$ cat config.mk
export PLATFORM = sky130hd
export DESIGN_NAME = background_border_crop_box_unit
export DESIGN_NICKNAME = d
export VERILOG_FILES = /design/src/hw/rtl/bbcb_pkg.sv /design/src/hw/rtl/background_border_crop_box_unit.sv
export SDC_FILE = /design/constraint.sdc
export NUM_CORES = 1
export LEC_CHECK = 0
export ABC_CLOCK_PERIOD_IN_PS = 6900
export BUFFER_PORTS_ARGS = -buffer_cell sky130_fd_sc_hd__buf_2
export CAP_MARGIN = 20
export CORE_ASPECT_RATIO = 1.2
export CORE_UTILIZATION = 25
export DETAILED_ROUTE_END_ITERATION = 12
export PLACE_DENSITY_LB_ADDON = 0.05
export SLEW_MARGIN = 10
export SYNTH_ARGS = -nofsm -noshare
export SYNTH_HDL_FRONTEND = slang
export SYNTH_SLANG_ARGS = --single-unit
$ cat constraint.sdc
create_clock -name i_clk -period 6.9 [get_ports i_clk]
set_input_delay 1.035 -clock i_clk [delete_from_list [all_inputs] [get_ports i_clk]]
set_output_delay 1.035 -clock i_clk [all_outputs]
set_load 0.01 [all_outputs]
$ cat src/hw/rtl/bbcb_pkg.sv
// ----------------------------------------------------------------------------
// bbcb_pkg
// Shared constants and types for the foreground bounding box unit.
// ----------------------------------------------------------------------------
package bbcb_pkg;

    localparam int unsigned MAX_DIM   = 4096;
    localparam int unsigned CNT_W     = $clog2(MAX_DIM);
    localparam int unsigned DIM_W     = 13;
    localparam int unsigned MARGIN_W  = 12;
    localparam int unsigned COLOR_W   = 24;
    localparam int unsigned CFG_IDX_W = 3;
    localparam int unsigned CFG_DAT_W = 24;
    localparam int unsigned IN_DAT_W  = 24;
    localparam int unsigned OUT_DAT_W = 56;

    typedef enum logic [CFG_IDX_W-1:0] {
        CFG_BG_COLOR = 3'd0,
        CFG_WIDTH    = 3'd1,
        CFG_HEIGHT   = 3'd2,
        CFG_MARGIN_C = 3'd3,
        CFG_MARGIN_R = 3'd4
    } t_cfg_idx;

    typedef struct packed {
        logic [DIM_W-1:0] box_top;
        logic [DIM_W-1:0] box_bottom;
        logic [DIM_W-1:0] box_left;
        logic [DIM_W-1:0] box_right;
        logic             found;
    } t_box;

    // frame size limited to 1..MAX_DIM
    function automatic logic [DIM_W-1:0] clamp_dim(input logic [DIM_W-1:0] v);
        logic [DIM_W-1:0] r;
        if (v == '0) begin
            r = DIM_W'(1);
        end else if (v > DIM_W'(MAX_DIM)) begin
            r = DIM_W'(MAX_DIM);
        end else begin
            r = v;
        end
        return r;
    endfunction

endpackage

$ cat src/hw/rtl/background_border_crop_box_unit.sv
// ----------------------------------------------------------------------------
// background_border_crop_box_unit
// Tracks the bounding box of non-background pixels of a raster frame and
// emits it, widened by the margins, after the last pixel of each frame.
// ----------------------------------------------------------------------------
// a box is registered when the last pixel of a frame leaves the input register
// throughput: one pixel per cycle through the input register and the box update
// the input stalls only when a box is ready while the previous one is still held
// reset clears counters, box state and valids; config returns to its reset values
// ----------------------------------------------------------------------------
module background_border_crop_box_unit (
    input  logic                           i_clk,
    input  logic                           i_rst_n,
    // config write
    input  logic                           i_cfg_valid,
    output logic                           o_cfg_ready,
    input  logic [bbcb_pkg::CFG_IDX_W-1:0] i_cfg_index,
    input  logic [bbcb_pkg::CFG_DAT_W-1:0] i_cfg_data,
    // pixel stream
    input  logic                           i_s_axis_tvalid,
    output logic                           o_s_axis_tready,
    input  logic [bbcb_pkg::IN_DAT_W-1:0]  i_s_axis_tdata,  // red, green, blue
    // box stream
    output logic                           o_m_axis_tvalid,
    input  logic                           i_m_axis_tready,
    // box_top, box_bottom, box_left, box_right, found, zero pad
    output logic [bbcb_pkg::OUT_DAT_W-1:0] o_m_axis_tdata
);

    localparam int unsigned CW = bbcb_pkg::CNT_W;
    localparam int unsigned DW = bbcb_pkg::DIM_W;

    logic [bbcb_pkg::COLOR_W-1:0]  r_bg;
    logic [DW-1:0]                 r_width, r_height;
    logic [bbcb_pkg::MARGIN_W-1:0] r_mcol, r_mrow;

    logic                          r_in_valid;
    logic [bbcb_pkg::COLOR_W-1:0]  r_color;

    logic [CW-1:0] r_col, r_row, r_lcol, r_gcol, r_lrow, r_grow;
    logic          r_any;
    logic [CW-1:0] n_col, n_row, n_lcol, n_gcol, n_lrow, n_grow;
    logic          n_any;

    logic          r_out_valid;
    bbcb_pkg::t_box r_box, n_box;

    logic [DW-1:0] w, h, mc, mr;
    logic [DW-1:0] top, bottom, left, right;
    logic          fg, row_end, frame_end, advance;

    // config
    assign o_cfg_ready = 1'b1;

    always_ff @(posedge i_clk) begin
        if (!i_rst_n) begin
            r_bg     <= '0;
            r_width  <= DW'(64);
            r_height <= DW'(64);
            r_mcol   <= '0;
            r_mrow   <= '0;
        end else if (i_cfg_valid) begin
            case (i_cfg_index)
                bbcb_pkg::CFG_BG_COLOR: r_bg     <= i_cfg_data[bbcb_pkg::COLOR_W-1:0];
                bbcb_pkg::CFG_WIDTH:    r_width  <= i_cfg_data[DW-1:0];
                bbcb_pkg::CFG_HEIGHT:   r_height <= i_cfg_data[DW-1:0];
                bbcb_pkg::CFG_MARGIN_C: r_mcol   <= i_cfg_data[bbcb_pkg::MARGIN_W-1:0];
                bbcb_pkg::CFG_MARGIN_R: r_mrow   <= i_cfg_data[bbcb_pkg::MARGIN_W-1:0];
                default: ;
            endcase
        end
    end

    // frame geometry
    always_comb begin
        w  = bbcb_pkg::clamp_dim(r_width);
        h  = bbcb_pkg::clamp_dim(r_height);
        mc = ({1'b0, r_mcol} >= (w >> 1)) ? '0 : {1'b0, r_mcol};
        mr = ({1'b0, r_mrow} >= (h >> 1)) ? '0 : {1'b0, r_mrow};
        row_end   = {1'b0, r_col} >= (w - DW'(1));
        frame_end = row_end && ({1'b0, r_row} >= (h - DW'(1)));
    end

    assign advance         = r_in_valid && (!frame_end || !r_out_valid || i_m_axis_tready);
    assign o_s_axis_tready = !r_in_valid || advance;

    // running box update
    always_comb begin
        fg     = r_color != r_bg;
        n_lcol = r_lcol;
        n_gcol = r_gcol;
        n_lrow = r_lrow;
        n_grow = r_grow;
        n_any  = r_any;
        if (fg) begin
            n_any = 1'b1;
            if (!r_any) begin
                n_lcol = r_col;
                n_gcol = r_col;
                n_lrow = r_row;
                n_grow = r_row;
            end else begin
                if (r_col < r_lcol) n_lcol = r_col;
                if (r_col > r_gcol) n_gcol = r_col;
                if (r_row < r_lrow) n_lrow = r_row;
                if (r_row > r_grow) n_grow = r_row;
            end
        end
        if (row_end) begin
            n_col = '0;
            n_row = r_row + CW'(1);
        end else begin
            n_col = r_col + CW'(1);
            n_row = r_row;
        end
    end

    // widened box
    always_comb begin
        if (n_any) begin
            top    = {1'b0, n_lrow};
            bottom = {1'b0, n_grow};
            left   = {1'b0, n_lcol};
            right  = {1'b0, n_gcol};
        end else begin
            top    = '0;
            bottom = h;
            left   = '0;
            right  = w;
        end
        n_box.box_top    = (top > mr) ? top - mr : top;
        n_box.box_bottom = (bottom < h - DW'(1) - mr) ? bottom + mr : bottom;
        n_box.box_left   = (left > mc) ? left - mc : left;
        n_box.box_right  = (right < w - DW'(1) - mc) ? right + mc : right;
        n_box.found      = n_any;
    end

    always_ff @(posedge i_clk) begin
        if (!i_rst_n) begin
            r_in_valid  <= 1'b0;
            r_out_valid <= 1'b0;
            r_col  <= '0;
            r_row  <= '0;
            r_lcol <= '0;
            r_gcol <= '0;
            r_lrow <= '0;
            r_grow <= '0;
            r_any  <= 1'b0;
        end else begin
            if (o_s_axis_tready) begin
                r_in_valid <= i_s_axis_tvalid;
            end
            if (advance && frame_end) begin
                r_out_valid <= 1'b1;
            end else if (i_m_axis_tready) begin
                r_out_valid <= 1'b0;
            end
            if (advance) begin
                if (frame_end) begin
                    r_col  <= '0;
                    r_row  <= '0;
                    r_lcol <= '0;
                    r_gcol <= '0;
                    r_lrow <= '0;
                    r_grow <= '0;
                    r_any  <= 1'b0;
                end else begin
                    r_col  <= n_col;
                    r_row  <= n_row;
                    r_lcol <= n_lcol;
                    r_gcol <= n_gcol;
                    r_lrow <= n_lrow;
                    r_grow <= n_grow;
                    r_any  <= n_any;
                end
            end
        end
    end

    // payload registers
    always_ff @(posedge i_clk) begin
        if (o_s_axis_tready && i_s_axis_tvalid) begin
            r_color <= {i_s_axis_tdata[23:16], i_s_axis_tdata[15:8], i_s_axis_tdata[7:0]};
        end
        if (advance && frame_end) begin
            r_box <= n_box;
        end
    end

    assign o_m_axis_tvalid = r_out_valid;
    assign o_m_axis_tdata  = {3'b000, r_box.found, r_box.box_right, r_box.box_left,
                              r_box.box_bottom, r_box.box_top};

    // checks
    a_empty_at_origin: assert property (@(posedge i_clk) disable iff (!i_rst_n)
        (r_out_valid && !r_box.found) |-> (r_box.box_top == '0 && r_box.box_left == '0))
        else $error("empty box not at origin");

    a_box_ordered: assert property (@(posedge i_clk) disable iff (!i_rst_n)
        (r_out_valid && r_box.found) |->
        (r_box.box_top <= r_box.box_bottom && r_box.box_left <= r_box.box_right))
        else $error("box edges out of order");

    a_state_ordered: assert property (@(posedge i_clk) disable iff (!i_rst_n)
        r_any |-> (r_lcol <= r_gcol && r_lrow <= r_grow))
        else $error("running box out of order");

    a_state_clear: assert property (@(posedge i_clk) disable iff (!i_rst_n)
        !r_any |-> (r_lcol == '0 && r_gcol == '0 && r_lrow == '0 && r_grow == '0))
        else $error("running box not cleared");

    a_out_source: assert property (@(posedge i_clk) disable iff (!i_rst_n)
        $rose(r_out_valid) |-> $past(r_in_valid))
        else $error("box without a pixel");

endmodule

* Word-level counts from Yosys, hierarchy flattened
Cells that the tools add are included.
** Cells by class
- Reduce and logical (&&, ||, !) cells :: 21
- Magnitude comparators :: 14
- Equality and inequality tests :: 5
- Add/subtract/negate cells :: 10
- Muxes and demuxes :: 38
** Operators by type and width (number)
- $mux 12 :: 24
- $mux 13 :: 10
- $sub 13x12->13 :: 4
- $add 13x12->13 :: 2
- $ge 12x13->1 :: 2
- $gt 13x12->1 :: 2
- $gt 13x13->1 const B :: 2
- $logic_not 13->1 :: 2
- $lt 13x13->1 :: 2
- $sub 13x1->13 const B :: 2
- $add 12x1->12 const B :: 2
- $ge 12x12->1 :: 2
- $gt 12x12->1 :: 2
- $lt 12x12->1 :: 2
- $ne 24x24->1 :: 1
- $reduce_and 2->1 :: 6
- $eq 3x2->1 const B :: 2
- $logic_and 1x1->1 :: 4
- $mux 1 :: 4
- $reduce_bool 2->1 :: 2
- $eq 3x1->1 const B :: 1
- $eq 3x3->1 const B :: 1
- $logic_not 1->1 :: 3
- $logic_not 3->1 :: 1
- $logic_or 1x1->1 :: 3
** Word-level totals
- Input bits :: 56
- Register bits after elaboration :: 226

* Depth between registers and ports, before layout
Gate-level depths: netlist of run 1.
- Depth in word-level cells :: 12
- Mapped depth :: 34
- Depth with buffers taken out :: 30

* Worst setup path before layout of run 1
No wires, ideal clock.
- Kind :: register to register
- Start :: register r_height[5]
- End :: register r_box (netlist bit o_m_axis_tdata[0]), enable pin
- Path buffers :: 2
- Arrival time :: 5799 ps
- Path slack :: 637 ps
- Required time :: 6436 ps
- Cell stages (with the launch flop) :: 20
- Cell sequence :: dfxtp_1 buf_6 or4_4 nor3_2 nor4b_1 o21ai_1 ha_1 buf_2 nand2_1 mux2_2 o22a_1 inv_1 ha_1 a21oi_1 nor3b_1 o31ai_1 a31oi_1 nor3_2 nand2_1 nor2_1
** On the way
- Longest elaborated chain between the ends :: 11
** Ends and longest elaborated chain
- from (decl) :: line background_border_crop_box_unit.sv:34 : logic [DW-1:0] r_width, r_height;
- from (signal assigned) :: line background_border_crop_box_unit.sv:66 : bbcb_pkg::CFG_HEIGHT: r_height <= i_cfg_data[DW-1:0];
- $gt 13x13->1 :: line bbcb_pkg.sv:38 : end else if (v > DIM_W'(MAX_DIM)) begin
- $mux 13 :: line bbcb_pkg.sv:38
- $mux 13 * :: line bbcb_pkg.sv:36 : if (v == '0) begin
- $sub 13x1->13 * :: line background_border_crop_box_unit.sv:81 : frame_end = row_end && ({1'b0, r_row} >= (h - DW'(1)));
- $ge 12x13->1 * :: line background_border_crop_box_unit.sv:81
- $logic_and 1x1->1 * :: line background_border_crop_box_unit.sv:81
- $logic_not 1->1 :: line background_border_crop_box_unit.sv:84 : assign advance = r_in_valid && (!frame_end || !r_out_valid || i_m_axis_tready);
- $logic_or 1x1->1 (2 in series) :: line background_border_crop_box_unit.sv:84
- $logic_and 1x1->1 :: line background_border_crop_box_unit.sv:84
- $logic_and 1x1->1 * :: line background_border_crop_box_unit.sv:185 : if (advance && frame_end) begin
- to (signal assigned) :: line background_border_crop_box_unit.sv:186 : r_box <= n_box;
- to (decl) :: line background_border_crop_box_unit.sv:46 : bbcb_pkg::t_box r_box, n_box;
Mark *: on every way between the ends. The rest lies on a longest branch, timed or not.
A chain may end at the register's enable or synchronous reset.

==> results by group, run 1 <==
Global routing
  • Global routing usage on met1: 20.6%
  • Number of global-route vias before repair: 14200
  • Most used routing layer in global routing: met2
  • Number of antenna violations at the first check in global routing: 0
  • Maximum number of pins on one net before global-route repair: 86
  • Global-route usage over all layers: 17.5%
  • Overflow left after global routing: 0
  • Global-route track usage on met3: 1.73%
  • Global-route wire length before repair: 88800 microns
  • Met2 usage in global routing: 33.4%

Synthesis
  • Cell type contributing the most total cell area after synthesis: dfxtp_1
  • Number of synthesized register bits: 226
  • Mapped Cells: 1898
  • Number of synthesized flops with an enable pin: 77
  • Share of the yosys chip area belonging to registers: 32.2%
  • Top cells by area in the synthesized netlist: dfxtp_1, ha_1, edfxtp_1
  • Area share of the largest cell type after synthesis: 18.2%
  • Number of distinct standard cells referenced by the synthesized netlist: 74
  • Simple-Gate Fraction of Synth Area: 17.5%
  • Fraction of the mapped netlist area in compound gates: 20.7%
  • Most used flip-flop cell after synthesis: dfxtp_1
  • Dominant combinational cell family by area after synthesis: compound AO/OA/AOI/OAI gates
  • Synth async-reset ratio: 0%
  • Summed instance area of the synthesized netlist: 0.0164 sq mm
  • Xor and xnor fraction of the mapped netlist area: 5.44%
  • Arithmetic-cell share of the synthesized area counting full adders, half adders and majority gates: 15.5%
  • Count of synthesis-stage warnings from yosys: 0
  • Mean area per synthesized cell: 8.65 sq um
  • Mux share of post-synthesis cell area: 3.63%

Final layout
  • # diodes: 0
  • Most frequent cells in the layout: nand2_1, ha_1, dfxtp_1, nor2_1, buf_2
  • Final design instance area without fill: 0.0191 sq mm
  • Share of final-layout standard cells stronger than drive strength 1: 13.6%
  • Util after Layout: 29.5%
  • # nets final: 2261
  • Area delta synth->final: 16.4%
  • Most frequent standard cell in the layout excluding fill and tap cells: nand2_1

Timing
  • Final Cycle Share: 91.7%
  • Worst Hold Slack: 0.475 ns
  • Setup repair after global routing missed its margin: false
  • Worst clock skew: 0.0467 ns
  • Worst setup slack after layout: 0.570 ns
  • Worst-Margin Slew: 0.993 ns
  • Slew Limit Fails: 0
  • Final count of negative-setup-slack endpoints: 0
  • Fmax: 158 MHz
  • Final-report hold violation count: 0
  • Worst slew margin relative to its limit: 33.8%
  • Fin crit period: 6.33 ns
  • Sum of negative setup slack: 0 ns

Worst setup path
  • Worst EP required: 7.27 ns
  • Cell class contributing the biggest share of worst-path delay: compound AO/OA/AOI/OAI gates
  • Length in cells of the worst reg-to-reg path: 30
  • Kind of end point of the critical path: flip-flop
  • Start of the worst register-to-register path: r_height[12]$_SDFFE_PN0P_
  • R2r setup slk: 0.57 ns
  • Signal arrival time at the worst endpoint: 6.70 ns
  • Kind of critical path: reg2reg
  • Sort of element at the start of the critical path: flip-flop
  • Max incr delay on CP: 0.35 ns
  • Worst Path Buf+Inv: 4
  • Slowest-stage cell, CP: a311o_1
  • End of the worst register-to-register path: o_m_axis_tdata[23]$_DFFE_PP_
  • Maximum net fanout on the critical path: 23

Clocking
  • Max Buffers Root-to-Sink: 3
  • CTS Root Buffer Type: clkbuf_16
  • Clock Latency Late Sink: 0.62 ns
  • CTS tree: built
  • Total number of H-tree levels: 1
  • Post-cts hold buffer count: 0
  • Total CTS buffers: 30
  • TritonCTS sink count: 226
  • Clock-pin transition on the worst setup and hold timing paths: 0.06 ns

Route
  • DRT Wirelength: 58500 microns
  • DR iter-0 viols: 536
  • Total DRC errors in the routed layout: 0
  • Vias per cell: 4.87
  • Antenna-violating nets left: 0
  • Average wire length per cell after detail routing: 20.4 microns
  • Drt first pass iters: 5
  • Total via count in the routed design: 13900

Placed design
  • Count of buffers inserted at the top-level ports: 110
  • GP Congestion: 0.837
  • Placed Instance Area: 0.0182 sq mm
  • Hpwl dp: 45600 microns
  • Setup Slack @ Placement: 0.421 ns

Run
  • Count of maximum capacitance violations: 0

Die
  • Site row count: 102
  • Number of I/O pins: 115
  • Core area: 0.0647 sq mm
  • Area of the die: 0.0667 sq mm
  • Overall die height: 283 microns
  • Die width: 236 microns
  • Starting Density: 25.4%

Pwr
  • Pwr Density: 190 mW/mm^2
  • Leak Pwr: 7.94 nW
  • Worst vdd ir: 0.167 mV

Worst hold path
  • Worst min-delay path startpoint: r_bg[7]$_SDFFE_PN0P_
  • Hold Path Cell Cnt: 2
  • Worst Hold End: r_bg[7]$_SDFFE_PN0P_
  • Hold crit path type: reg2reg

Run status
  • Outcome: completed
[where the power goes]
part	switching, W	internal, W
clock network	0.000662	0.000870
logic	0.000383	0.000280
registers	0.0000225	0.00140
[through the flow]
stage	total power, W	std cells
floorplan	0.00193	1900
global placement	0.00211	2802
detailed placement	0.00212	2804
CTS	0.00370	2860
global route	0.00382	2861
finish	0.00362	2861
[state kept, by name (all words and copies together) (netlist names)]
signal,cells
o_m_axis_tdata,53
r_bg,24
r_color,24
r_height,13
r_width,13
r_col,12
r_gcol,12
r_grow,12
r_lcol,12
r_lrow,12
r_mcol,12
r_mrow,12
r_row,12
o_m_axis_tvalid,1
r_any,1
r_in_valid,1
[cell type report]
cell class | count | area (sq um)
flip-flops and latches | 226 | 5300
fillers | 6867 | 45600
well taps | 832 | 1040
clock buffers | 42 | 826
multi-input cells | 1467 | 10400
clock inverters | 14 | 120
inverters | 106 | 398
repair buffers | 174 | 1060
[routing by layer]
layer / wire length, microns / part of all wire (%)
met5: 0 / 0
met3: 1430 / 2.4
met4: 1220 / 2.1
met1: 25200 / 43
met2: 30600 / 52
[Yosys cell counts (5+ instances only)]
library cell and n:
nor3_1 26, and3_1 36, buf_2 11, xnor2_1 68, a211oi_1 12, clkbuf_1 78
nor4_1 11, o22ai_1 20, o41ai_1 6, o211ai_1 17, ha_1 194, a21boi_0 80
a21o_1 40, nand2_1 220, and2_1 6, mux2i_1 19, mux2_2 36, inv_1 104
nor2_1 141, edfxtp_1 77, a21oi_1 89, fa_1 6, o21ai_0 66, nand3_1 58
nand4_1 28, nor2b_1 29, or2_2 6, dfxtp_1 149, buf_1 7, a31oi_1 20
nand2b_1 20, a221o_1 5, xor2_1 34, or3_1 14, a22o_1 58, o31ai_1 20
o21a_1 19
[kinds of logic after synthesis]
family	after synthesis
mux	55
compound gates	492
xor+xnor	102
flops	226
buf+inv	207
simple gates	614
fa+ha+maj	200
other cells	2
[worst max-delay path by stage]
stage                              start  slack (ns)  cells after the start                           end
3_3_place_gp    r_width[12]$_SDFFE_PN0P_        0.28                     28  o_m_axis_tdata[49]$_DFFE_PP_
6_report       r_height[12]$_SDFFE_PN0P_        0.57                     30  o_m_axis_tdata[23]$_DFFE_PP_
2_1_floorplan   r_height[5]$_SDFFE_PN0P_        0.64                     19   o_m_axis_tdata[0]$_DFFE_PP_
4_1_cts        r_height[12]$_SDFFE_PN0P_        0.39                     30  o_m_axis_tdata[24]$_DFFE_PP_
5_1_grt         r_width[12]$_SDFFE_PN0P_        0.06                     32  o_m_axis_tdata[48]$_DFFE_PP_
3_5_place_dp   r_height[12]$_SDFFE_PN0P_        0.42                     30  o_m_axis_tdata[24]$_DFFE_PP_
[tightest hold or removal path: cells and delay by family (launching register included)]
kind | cells | cell delay (ns)
and+or+nand+nor | 1 | 0.05
DFF | 1 | 0.31
AOI/OAI and AO/OA | 1 | 0.06
[what timing repair did]
action,4_1_cts,5_1_grt
endpoints found under the setup margin,0,15
buffers inserted,0,1
resized for setup,0,1
No activity file was read; power rests on OpenSTA's default activity.
==> run 2, diff against run 1 <==
--- a/config.mk
+++ b/config.mk
@@ -9,7 +9,8 @@
 export BUFFER_PORTS_ARGS = -buffer_cell sky130_fd_sc_hd__buf_2
 export CAP_MARGIN = 20
 export CORE_ASPECT_RATIO = 1.2
-export CORE_UTILIZATION = 25
+export CORE_UTILIZATION = 30
+export CTS_BUF_LIST = sky130_fd_sc_hd__clkbuf_16
 export DETAILED_ROUTE_END_ITERATION = 12
 export PLACE_DENSITY_LB_ADDON = 0.05
 export SLEW_MARGIN = 10
==> constraint.sdc (replaced) <==
create_clock -name i_clk -period 6.9 [get_ports i_clk]
set_input_delay 1.035 -clock i_clk [delete_from_list [all_inputs] [get_ports i_clk]]
set_output_delay 1.035 -clock i_clk [all_outputs]
set_load 0.1 [all_outputs]
==> results by group, run 2 (same netlist as run 1, synthesis figures left out) <==
Worst setup path
  • Worst EP required: 5.86 ns
  • Kind of end point of the critical path: output port
  • Start of the worst register-to-register path: r_height[12]$_SDFFE_PN0P_
  • Crit path from: r_height[5]$_SDFFE_PN0P_
  • R2r setup slk: 0.55 ns
  • Signal arrival time at the worst endpoint: 5.41 ns
  • Maximum net fanout on the critical path: 10
  • Sort of element at the start of the critical path: flip-flop
  • Kind of critical path: reg2out
  • Length in cells of the worst reg-to-reg path: 32
  • End of the worst register-to-register path: o_m_axis_tdata[17]$_DFFE_PP_

Die
  • Starting Density: 30.5%
  • Die width: 216 microns
  • Number of I/O pins: 115
  • Core area: 0.0539 sq mm
  • Overall die height: 258 microns
  • Site row count: 93
  • Area of the die: 0.0557 sq mm

Timing
  • Final Cycle Share: 93.4%
  • Final-report hold violation count: 0
  • Worst slew margin relative to its limit: 29.7%
  • Final count of negative-setup-slack endpoints: 0
  • Slew Limit Fails: 0
  • Fin crit period: 6.45 ns
  • Worst-Margin Slew: 1.05 ns
  • Worst clock skew: 0.0216 ns
  • Worst Hold Slack: 0.480 ns
  • Fmax: 155 MHz
  • Worst setup slack after layout: 0.453 ns
  • Setup repair after global routing missed its margin: false
  • Sum of negative setup slack: 0 ns

Worst hold path
  • Hold crit path type: reg2reg
  • Worst min-delay path startpoint: r_grow[4]$_SDFFE_PN0P_
  • Worst Hold End: r_grow[4]$_SDFFE_PN0P_
  • Hold Path Cell Cnt: 1

Clocking
  • Post-cts hold buffer count: 0
  • Clock Latency Late Sink: 0.58 ns
  • Count of cells resized by post-cts repair: 0
  • CTS Root Buffer Type: clkbuf_16
  • CTS tree: built
  • Clock-pin transition on the worst setup and hold timing paths: 0.06 ns
  • Max Buffers Root-to-Sink: 3
  • Total number of H-tree levels: 1
  • TritonCTS sink count: 226
  • Setup Buffers After CTS: 0
  • Total CTS buffers: 29

Global routing
  • Maximum number of pins on one net before global-route repair: 86
  • Global-route track usage on met3: 2.27%
  • Global-route usage over all layers: 19.5%
  • Global routing usage on met1: 23.6%
  • Overflow left after global routing: 0
  • Number of global-route vias before repair: 13800
  • Met2 usage in global routing: 36.0%
  • Number of antenna violations at the first check in global routing: 0
  • Most used routing layer in global routing: met2
  • Global-route wire length before repair: 84100 microns

Final layout
  • Share of final-layout standard cells stronger than drive strength 1: 12.6%
  • Area delta synth->final: 13.8%
  • # nets final: 2240
  • Total area of sequential cells: 0.00530 sq mm
  • Util after Layout: 34.7%
  • # diodes: 0
  • Filler instances: 5632
  • Number of standard cells in the layout, taps in and fillers out: 2719
  • Most frequent standard cell in the layout excluding fill and tap cells: nand2_1
  • Area taken by multi-input logic gates: 0.0104 sq mm
  • Most frequent cells in the layout: nand2_1, ha_1, dfxtp_1, nor2_1, inv_1
  • Flip-flop count of the largest register, all copies and words added: 53

Placed design
  • Cells after DPL: 2665
  • Count of buffers inserted at the top-level ports: 110
  • Setup Slack @ Placement: 0.642 ns
  • GP Congestion: 0.877
  • Hpwl dp: 42400 microns

Pwr
  • Clock network power share: 39.7%
  • Switching power of the nets: 0.00103 W
  • Switching share of power: 29.7%
  • Internal Pwr Total: 0.00244 W
  • Leak Pwr: 7.83 nW
  • Comb pwr share: 19.0%
  • Pwr Density: 185 mW/mm^2
  • Sequential Power Share: 41.3%
  • Worst vdd ir: 0.161 mV

Route
  • Total via count in the routed design: 14100
  • Vias per cell: 5.17
  • Antenna-violating nets left: 0
  • Total DRC errors in the routed layout: 0
  • DRT Wirelength: 55300 microns
  • DR iter-0 viols: 706
  • Average wire length per cell after detail routing: 20.3 microns
  • Drt first pass iters: 5

Run
  • Count of maximum capacitance violations: 0

Run status
  • Outcome: completed
## run 2: cell types whose count changed in the layout (fill, tap and decap cells not counted), moves of 3 or more
cell      previous run  this run
inv_2                0         3
clkbuf_1             9         0
inv_1              104       112
clkbuf_8             3         0
buf_4               61        43
## run 2: power groups by stage
| stage | sequential, W | clock [W] | combinational (W) |
|---|---|---|---|
| after floorplan | 0.00144 | 0 | 0.000492 |
| after global placement | 0.00146 | 0 | 0.000654 |
| after detailed placement | 0.00146 | 0 | 0.000655 |
| after CTS | 0.00143 | 0.00143 | 0.000660 |
| after global routing | 0.00143 | 0.00148 | 0.000733 |
| final | 0.00143 | 0.00138 | 0.000658 |
## run 2: layout make-up
| cell class | count | share of cell area (%) |
|---|---|---|
| clock buffer | 29 | 3.88 |
| multi-input combinational | 1467 | 55.5 |
| tap | 712 | 4.77 |
| sequential | 226 | 28.3 |
| clock inverter | 25 | 0.603 |
| timing repair buffer | 154 | 4.78 |
| inverter | 106 | 2.13 |
## run 2: how the worst max path moves through the flow
stage / end / slack, ns / cells past startpoint
after detailed placement: o_m_axis_tdata[13]$_DFFE_PP_ / 0.64 / 32
after global placement: o_m_axis_tdata[24]$_DFFE_PP_ / 0.74 / 31
after CTS: o_s_axis_tready / 0.37 / 18
final: o_s_axis_tready / 0.45 / 18
after floorplan: o_m_axis_tdata[0]$_DFFE_PP_ / 0.64 / 19
after global routing: o_m_axis_tdata[15]$_DFFE_PP_ / 0.002 / 32
## run 2: layer usage
metal  up-vias  wire (microns)
met5         -               0
met4         0            1420
met3        66            1890
met2       253           28000
met1      6716           24000
li1       7026               -
## run 2: per-stage QoR
step | cell area [sq um] | total power, W
floorplan | 16400 | 0.00194
global placement | 17800 | 0.00211
detailed placement | 17800 | 0.00211
CTS | 18700 | 0.00352
global route | 18700 | 0.00365
finish | 18700 | 0.00346
## run 2: worst max-delay path, stage by stage (launching register included)
cell and delay [ns]:
dfxtp_1 0.38, or4_4 0.60, nor3_2 0.22, nor4b_1 0.26, o21ai_1 0.26, o21ai_1 0.38
nor3_1 0.09, o22ai_1 0.38, inv_1 0.10, ha_1 0.33, a21oi_1 0.13, o21ai_0 0.10
nor3b_1 0.19, o31ai_1 0.11, a31oi_1 0.46, nor3_2 0.08, buf_4 0.20, nand3_1 0.11
buf_2 0.44
==> run 3, diff against run 2 <==
--- a/config.mk
+++ b/config.mk
@@ -12,8 +12,9 @@
 export CORE_UTILIZATION = 30
 export CTS_BUF_LIST = sky130_fd_sc_hd__clkbuf_16
 export DETAILED_ROUTE_END_ITERATION = 12
+export MAX_ROUTING_LAYER = met4
 export PLACE_DENSITY_LB_ADDON = 0.05
-export SLEW_MARGIN = 10
 export SYNTH_ARGS = -nofsm -noshare
 export SYNTH_HDL_FRONTEND = slang
 export SYNTH_SLANG_ARGS = --single-unit
+export TNS_END_PERCENT = 5
==> results by group, run 3 (same netlist as run 1, synthesis figures left out) <==
Clocking
  • TritonCTS sink count: 226
  • CTS Root Buffer Type: clkbuf_16
  • Clock-pin transition on the worst setup and hold timing paths: 0.06 ns
  • Post-cts hold buffer count: 0
  • Clock Latency Late Sink: 0.58 ns
  • Total CTS buffers: 29
  • Max Buffers Root-to-Sink: 3
  • Count of cells resized by post-cts repair: 0
  • Setup Buffers After CTS: 0
  • Total number of H-tree levels: 1
  • CTS tree: built

Global routing
  • Maximum number of pins on one net before global-route repair: 86
  • Number of global-route vias before repair: 13700
  • Global-route wire length before repair: 84200 microns
  • Overflow left after global routing: 0
  • Number of antenna violations at the first check in global routing: 0
  • Global-route usage over all layers: 20.2%

Run status
  • Outcome: completed

Final layout
  • Area taken by multi-input logic gates: 0.0104 sq mm
  • Total area of sequential cells: 0.00530 sq mm
  • # diodes: 0
  • Share of final-layout standard cells stronger than drive strength 1: 12.6%
  • Most frequent cells in the layout: nand2_1, ha_1, dfxtp_1, nor2_1, inv_1
  • # nets final: 2240
  • Area delta synth->final: 13.8%
  • Filler instances: 5632
  • Util after Layout: 34.7%
  • Final design instance area without fill: 0.0187 sq mm
  • Most frequent standard cell in the layout excluding fill and tap cells: nand2_1
  • Flip-flop count of the largest register, all copies and words added: 53

Worst setup path
  • Kind of critical path: reg2out
  • Signal arrival time at the worst endpoint: 5.43 ns
  • Sort of element at the start of the critical path: flip-flop
  • Maximum net fanout on the critical path: 10
  • Kind of end point of the critical path: output port
  • Worst EP required: 5.86 ns
  • Length in cells of the worst reg-to-reg path: 32

Timing
  • Worst Hold Slack: 0.477 ns
  • Sum of negative setup slack: 0 ns
  • Final count of negative-setup-slack endpoints: 0
  • Fmax: 155 MHz
  • Fin crit period: 6.47 ns
  • Slew Limit Fails: 0
  • Final-report hold violation count: 0
  • Worst clock skew: 0.0232 ns
  • Worst slew margin relative to its limit: 34.8%
  • Worst-Margin Slew: 0.974 ns
  • Setup repair after global routing missed its margin: false
  • Final Cycle Share: 93.7%

Worst hold path
  • Hold crit path type: reg2reg
  • Hold Path Cell Cnt: 2

Die
  • Starting Density: 30.5%
  • Site row count: 93
  • Overall die height: 258 microns
  • Area of the die: 0.0557 sq mm
  • Number of I/O pins: 115
  • Die width: 216 microns
  • Core area: 0.0539 sq mm

Run
  • Count of maximum capacitance violations: 0

Route
  • Antenna-violating nets left: 0
  • Average wire length per cell after detail routing: 20.3 microns
  • DRT Wirelength: 55200 microns
  • Drt first pass iters: 5
  • DR iter-0 viols: 646
  • Vias per cell: 5.14
  • Total via count in the routed design: 14000
  • Total DRC errors in the routed layout: 0

Placed design
  • Placed Instance Area: 0.0178 sq mm
  • Count of buffers inserted at the top-level ports: 110
  • Hpwl dp: 42400 microns
  • GP Congestion: 0.891

Pwr
  • Leak Pwr: 7.83 nW
  • Worst vdd ir: 0.161 mV
  • Pwr Density: 185 mW/mm^2
==> run 3: cell counts in the layout (fill, tap and decap cells not counted) <==
No cell type changed its count.
==> run 3: final cells by class <==
type / count / area share [%]
Clock buffer: 29 / 3.88
Clock inverter: 25 / 0.603
Inverter: 106 / 2.13
Multi-Input combinational cell: 1467 / 55.5
Sequential cell: 226 / 28.3
Tap cell: 712 / 4.77
Timing Repair Buffer: 154 / 4.78
==> run 3: worst paths after layout <==
check	start	to	slack, ns
min	r_bg[18]$_SDFFE_PN0P_	r_bg[18]$_SDFFE_PN0P_	0.48
min reg2reg	r_bg[18]$_SDFFE_PN0P_	r_bg[18]$_SDFFE_PN0P_	0.48
max	r_height[5]$_SDFFE_PN0P_	o_s_axis_tready	0.43
max reg2reg	r_height[12]$_SDFFE_PN0P_	o_m_axis_tdata[17]$_DFFE_PP_	0.55
==> run 3: routing by layer <==
layer	global-route usage, %	routed length [microns]	up-vias
met3	2.19	1900	62
met2	36.1	28200	238
met4	5.63	1390	0
met1	23.7	23700	6666
li1	-	-	7023
met5	-	0	-
==> run 3: worst max-delay path, stage by stage, from the launching register on <==
cell and delay [ns]:
dfxtp_1 0.38, or4_4 0.61, nor3_2 0.22, nor4b_1 0.26, o21ai_1 0.26, o21ai_1 0.38, nor3_1 0.09, o22ai_1 0.38
inv_1 0.10, ha_1 0.33, a21oi_1 0.13, o21ai_0 0.10, nor3b_1 0.18, o31ai_1 0.11, a31oi_1 0.48, nor3_2 0.08
buf_4 0.20, nand3_1 0.11, buf_2 0.44
==> run 3: power by group <==
part	internal, W	leakage [nW]	switching (W)
clock	0.000756	0.447	0.000620
sequential	0.00140	1.91	0.0000255
combinational	0.000275	5.46	0.000381
total	0.00244	7.83	0.00103
==> run 3: through the flow <==
stage | instances | setup slack (ns) | power, W
after floorplan | 1900 | 0.637 | 0.00194
after global placement | 2665 | 0.738 | 0.00211
after detailed placement | 2665 | 0.642 | 0.00211
after CTS | 2719 | 0.371 | 0.00352
after global routing | 2719 | 0.00374 | 0.00365
final | 2719 | 0.434 | 0.00346
